==> config.mk <==
export PLATFORM = sky130hd
export DESIGN_NAME = cawt_run_unit
export DESIGN_NICKNAME = d
export VERILOG_FILES = /design/src/hw/rtl/cumulative_ack_window_tracker_assert.svh /design/src/hw/rtl/cawt_pkg.sv /design/src/hw/rtl/cawt_run_unit.sv
export SDC_FILE = /design/constraint.sdc
export NUM_CORES = 1
export LEC_CHECK = 0
export BUFFER_PORTS_ARGS = -buffer_cell sky130_fd_sc_hd__buf_2
export CORE_MARGIN = 5
export CORE_UTILIZATION = 40
export DETAILED_ROUTE_END_ITERATION = 7
export PLACE_DENSITY_LB_ADDON = 0.08
export SLEW_MARGIN = 20
export SYNTH_ARGS = -nofsm -noshare
export SYNTH_HDL_FRONTEND = slang
export SYNTH_SLANG_ARGS = --single-unit
==> constraint.sdc <==
create_clock -name vclk -period 7.8
set_input_delay 0.78 -clock vclk [all_inputs]
set_output_delay 0.78 -clock vclk [all_outputs]
set_load 0.03 [all_outputs]
==> src/hw/rtl/cumulative_ack_window_tracker_assert.svh <==
// ----------------------------------------------------------------------------
// Ack tracker assertion macros
// Property wrappers used by the top level checks.
// ----------------------------------------------------------------------------
`ifndef CUMULATIVE_ACK_WINDOW_TRACKER_ASSERT_SVH
`define CUMULATIVE_ACK_WINDOW_TRACKER_ASSERT_SVH

// same-cycle implication
`define CAWT_ASSERT_NOW(label, ante, cons, msg) \
  label: assert property (@(posedge clk) disable iff (rst) (ante) |-> (cons)) \
    else $error(msg);

// next-cycle implication
`define CAWT_ASSERT_NEXT(label, ante, cons, msg) \
  label: assert property (@(posedge clk) disable iff (rst) (ante) |=> (cons)) \
    else $error(msg);

`endif

==> src/hw/rtl/cawt_pkg.sv <==
// ----------------------------------------------------------------------------
// Ack tracker package
// Shared types, constants and helpers for the cumulative ack tracker.
// ----------------------------------------------------------------------------
package cawt_pkg;

  localparam int WORD_BITS  = 8;
  localparam int OFF_BITS   = 3;
  localparam int COUNT_BITS = 4;

  localparam logic [1:0] OUT_IN_ORDER = 2'd0;
  localparam logic [1:0] OUT_HELD     = 2'd1;
  localparam logic [1:0] OUT_STALE    = 2'd2;

  typedef struct packed {
    logic [COUNT_BITS-1:0] count;
    logic [WORD_BITS-1:0]  mask;
    logic                  at_end;
  } run_t;

  function automatic logic [COUNT_BITS-1:0] trailing_ones(input logic [WORD_BITS-1:0] w);
    logic [COUNT_BITS-1:0] n;
    logic                  hit;
    n   = '0;
    hit = 1'b0;
    for (int i = 0; i < WORD_BITS; i++) begin
      if (!hit && w[i]) begin
        n = n + COUNT_BITS'(1);
      end else begin
        hit = 1'b1;
      end
    end
    return n;
  endfunction

endpackage

==> src/hw/rtl/cawt_run_unit.sv <==
// ----------------------------------------------------------------------------
// Ack tracker run unit
// Measures the run of pending bits from an offset within one bitmap word.
// ----------------------------------------------------------------------------
module cawt_run_unit (
  input  logic [cawt_pkg::WORD_BITS-1:0] word,
  input  logic [cawt_pkg::OFF_BITS-1:0]  off,
  input  logic                           force_first,
  output cawt_pkg::run_t                 run
);

  logic [cawt_pkg::WORD_BITS-1:0]  w;
  logic [cawt_pkg::WORD_BITS-1:0]  shifted;
  logic [cawt_pkg::COUNT_BITS-1:0] n;
  logic [cawt_pkg::WORD_BITS:0]    ones;
  logic [cawt_pkg::COUNT_BITS:0]   span;

  always_comb begin
    w = word;
    if (force_first) begin
      w = word | (cawt_pkg::WORD_BITS'(1) << off);
    end
    shifted    = w >> off;
    n          = cawt_pkg::trailing_ones(shifted);
    ones       = ((cawt_pkg::WORD_BITS+1)'(1) << n) - (cawt_pkg::WORD_BITS+1)'(1);
    span       = (cawt_pkg::COUNT_BITS+1)'(off) + (cawt_pkg::COUNT_BITS+1)'(n);
    run.count  = n;
    run.mask   = ones[cawt_pkg::WORD_BITS-1:0] << off;
    run.at_end = (span == (cawt_pkg::COUNT_BITS+1)'(cawt_pkg::WORD_BITS));
  end

endmodule

After elaboration in Yosys (flattened, before gate mapping)

Cells that the tools add are included.
W data, S select, Z words.

Bits in registers: 0
Bits of input ports: 12
Output and inout bits: 13
Logic and storage cells: 44

Add/sub/neg operators: 9
Equality and inequality tests: 1
Shift-type cells: 4
Mux-type cells: 16
Bitwise gates (word level): 1
Reduce and logical (&&, ||, !) cells: 13

Operators with widths:

| cell                  | number |
|---|---|
| $add A4 B1 Y4 const B | 6 |
| $mux W4               | 6 |
| $mux W1               | 8 |
| $mux W8               | 1 |
| $or A8 B8 Y8          | 1 |
| $shl A1 B3 Y8 const A | 1 |
| $shl A1 B4 Y8 const A | 1 |
| $shl A8 B3 Y8         | 1 |
| $shr A8 B3 Y8         | 1 |
| $sub A8 B2 Y8 const B | 1 |
| $logic_and A1 B1 Y1   | 7 |
| $logic_not A1 Y1      | 6 |
| $add A3 B4 Y5         | 1 |
| $eq A5 B4 Y1 const B  | 1 |
| $add A1 B1 Y2 const B | 1 |
| $mux W2               | 1 |

Longest topological paths before layout

Word-level depth: 27
Gate-level depth with buffers: 33
Depth with buffers taken out: 32

Least setup slack after synthesis

Ideal clock, no wire load.

Path kind: in2out
From: input off[0] in the netlist's numbering
To: output run[4] in the netlist's numbering
Arrival time: 7,246 ps
Data required time: 7,020 ps
Path slack: -226 ps
Stages: 29
Buffers on the path: 1
Path through: buf_6 > mux2i_2 > nand3_1 > a41oi_1 > nor2_1 > ha_1 > o21a_1 > ha_1 > nand2_1 > a311oi_1 > ha_1 > mux2_2 > ha_1 > inv_1 > o21ai_0 > a2bb2oi_1 > o21a_1 > a21boi_0 > ha_1 > nor2_1 > a21oi_1 > o21ai_1 > inv_2 > or4_1 > ha_1 > nor2b_1 > a41oi_1 > nor2_1 > a211oi_1

RTL lines:

| element            | RTL line           | RTL |
|---|---|---|
| start: declaration | cawt_run_unit.sv:7 | `input logic [cawt_pkg::OFF_BITS-1:0] off,` |
| end: declaration   | cawt_run_unit.sv:9 | `output cawt_pkg::run_t run` |

==> flow_metrics.py <==
metrics = {
    "min_path": {
        "hp-class": "in2out",
        "hold_depth": 4,
    },
    "critical_path": {
        "max_stage_delay_ns": 0.55,
        "critPathKind": "in2out",
        "slowest_stage": "or4_4",
        "critical_path_required_ns": 7.02,
        "end_kind": "output pin",
        "cp.arrival_ns": 6.76,
        "crit_fanout": 7,
        "crit_path_start_kind": "input pin",
    },
    "placed_design": {
        "post-place-ws_ns": -0.383,
        "hpwl_um": 3770,
        "post-place-cells": 298,
        "gp_congestion": 0.903,
        "io_buffers": 25,
    },
    "sta": {
        "finalCriticalPeriod_ns": 7.54,
        "worstMarginPinSlew_ns": 0.495,
        "slew_headroom_pct": 66.9,
        "hold_viol": 0,
        "setup_ws_ns": 0.262,
        "slew_viol_final": 0,
        "setup_viol_count_final": 0,
        "fmax_mhz": 133,
        "period_share_pct": 96.6,
    },
    "drt": {
        "via_count": 1818,
        "antenna_left": 0,
        "drcViolationCount": 0,
        "drtIter0Drc": 115,
        "avgViaCountPerCell": 6.04,
        "wl_um": 4890,
        "wl_per_cell_um": 16.2,
        "first_pass_iters": 4,
    },
    "run": {
        "cap_violations": 0,
    },
    "floorplanning": {
        "die_y_um": 68.6,
        "rows": 21,
        "initial_core_util_pct": 41.2,
        "dieArea_um2": 4710,
        "coreArea_um2": 3340,
        "die_w_um": 68.6,
        "pin_count": 25,
    },
    "global_route": {
        "overflow": 0,
        "antenna_found_initial": 0,
        "grt_pass1_wl_um": 7710,
        "track_usage_pct": 20.4,
        "grt_pass1_vias": 1714,
        "grt_max_degree": 13,
    },
    "logic_synthesis": {
        "netlist_area_um2": 1370,
        "netlist_instances": 191,
        "synth_area_leaders": "ha_1, mux2i_1, nor2_1",
        "avgSynthCellArea_um2": 7.19,
        "synth_area_leader_cell": "ha_1",
        "yosysSeqAreaShare_pct": 0,
        "synth_top_area_share_pct": 8.20,
        "yosysUniqueCellTypes": 66,
        "syn-num-nets": 213,
        "ys_warn_count": 0,
    },
    "cells_and_area": {
        "clock_buffers": 0,
        "drive_gt1_share_pct": 46.7,
        "seq_cells": 0,
        "nNetsFinal": 279,
        "regArea_um2": 0,
        "final_cell_count_no_fill": 301,
        "area_growth_pct": 51.2,
        "antenna_cells": 0,
    },
    "power": {
        "powerDensity_nw_per_um2": 108,
        "leakagePower_nw": 0.884,
        "vdd_drop_max_mv": 0.0402,
    },
    "status": {
        "outcome": "finished, final reports clean",
    },
    "cts": {
        "cts_hold_buf": 0,
    },
}
==> cell usage after synthesis, drive strengths merged (2+ instances only) <==
cell and count:
a2111oi 2, a211oi 3, a21oi 8, a221oi 3, a2bb2oi 3, a311oi 2
a31oi 2, a41oi 2, and2 7, buf 7, ha 9, inv 12
mux2i 10, nand2 17, nand2b 5, nand3 3, nand4 4, nor2 18
nor2b 5, nor3 5, o2111a 2, o21a 6, o21ai 15, o221ai 2
o22ai 5, o31ai 2, o32ai 3, xor2 2
==> critical path, delay by kind of cell <==
family                     cells  cell delay, ns
and+or+nand+nor                4            0.85
muxes                          2            0.52
adders and majority gates      6            1.60
AOI/OAI and AO/OA             15            2.39
buffers and inverters          6            0.61
==> power breakdown <==
part	total, mW	switching, mW	internal (mW)
clock	0	0	0
combinational	0.224	0.121	0.103
sequential	0	0	0
total	0.224	0.121	0.103
==> placed cells by master (no fill, tap or decap), types with 6 or more instances in the layout <==
cell and n:
nor2_1 16, o21ai_0 7, and2_1 7, o21a_1 6, a21oi_1 7, nand2_1 17, inv_1 9, buf_4 46
buf_2 20, ha_1 6
==> cells by family after synthesis <==
family                     share of synthesized area, %
buffers and inverters                              7.01
adders and majority gates                          9.65
xor gates and xnor gates                           1.91
muxes                                              8.65
AOI/OAI and AO/OA                                  44.0
and+or+nand+nor                                    28.8
==> layer usage <==
layer	part of all wire [%]	GRT usage [%]	vias up
li1	-	-	881
met1	42	28.5	847
met2	49	34.7	82
met3	7.1	1.30	8
met4	1.2	3.47	0
met5	0	0	-
==> final timing paths <==
check,startpoint,end
worst max-delay path,off[0],run[8]
worst min-delay path,off[2],run[4]
==> through the flow <==
stage / util [%] / power (mW) / instance area, µm² / hold slack (ns) / TNS, ns
after global placement: 55.9 / 0.185 / 1870 / 2.11 / -0.334
after floorplan: - / 0.120 / 1400 / 1.77 / -0.000437
after global routing: 62.2 / 0.242 / 2080 / 2.13 / -0.119
final: 62.2 / 0.224 / 2080 / 2.11 / 0
after detailed placement: 55.9 / 0.189 / 1870 / 2.12 / -1.57
after CTS: 58.6 / 0.200 / 1960 / 2.13 / 0
==> what timing repair did <==
item / CTS / global route
hold endpoints to repair: 0 / 0
pin swaps: 3 / 13
setup endpoints to repair: 7 / 7
cloned: 0 / 0
buffers inserted: 2 / 1
resized for setup: 17 / 28
==> final cells by class <==
type               instances  area [µm²]
repair buffers            72         513
inverters                 12        45.0
multi-input cells        171        1460
fillers                  313        1260
well taps                 46        57.6
No activity file was read; power rests on OpenSTA's default activity.
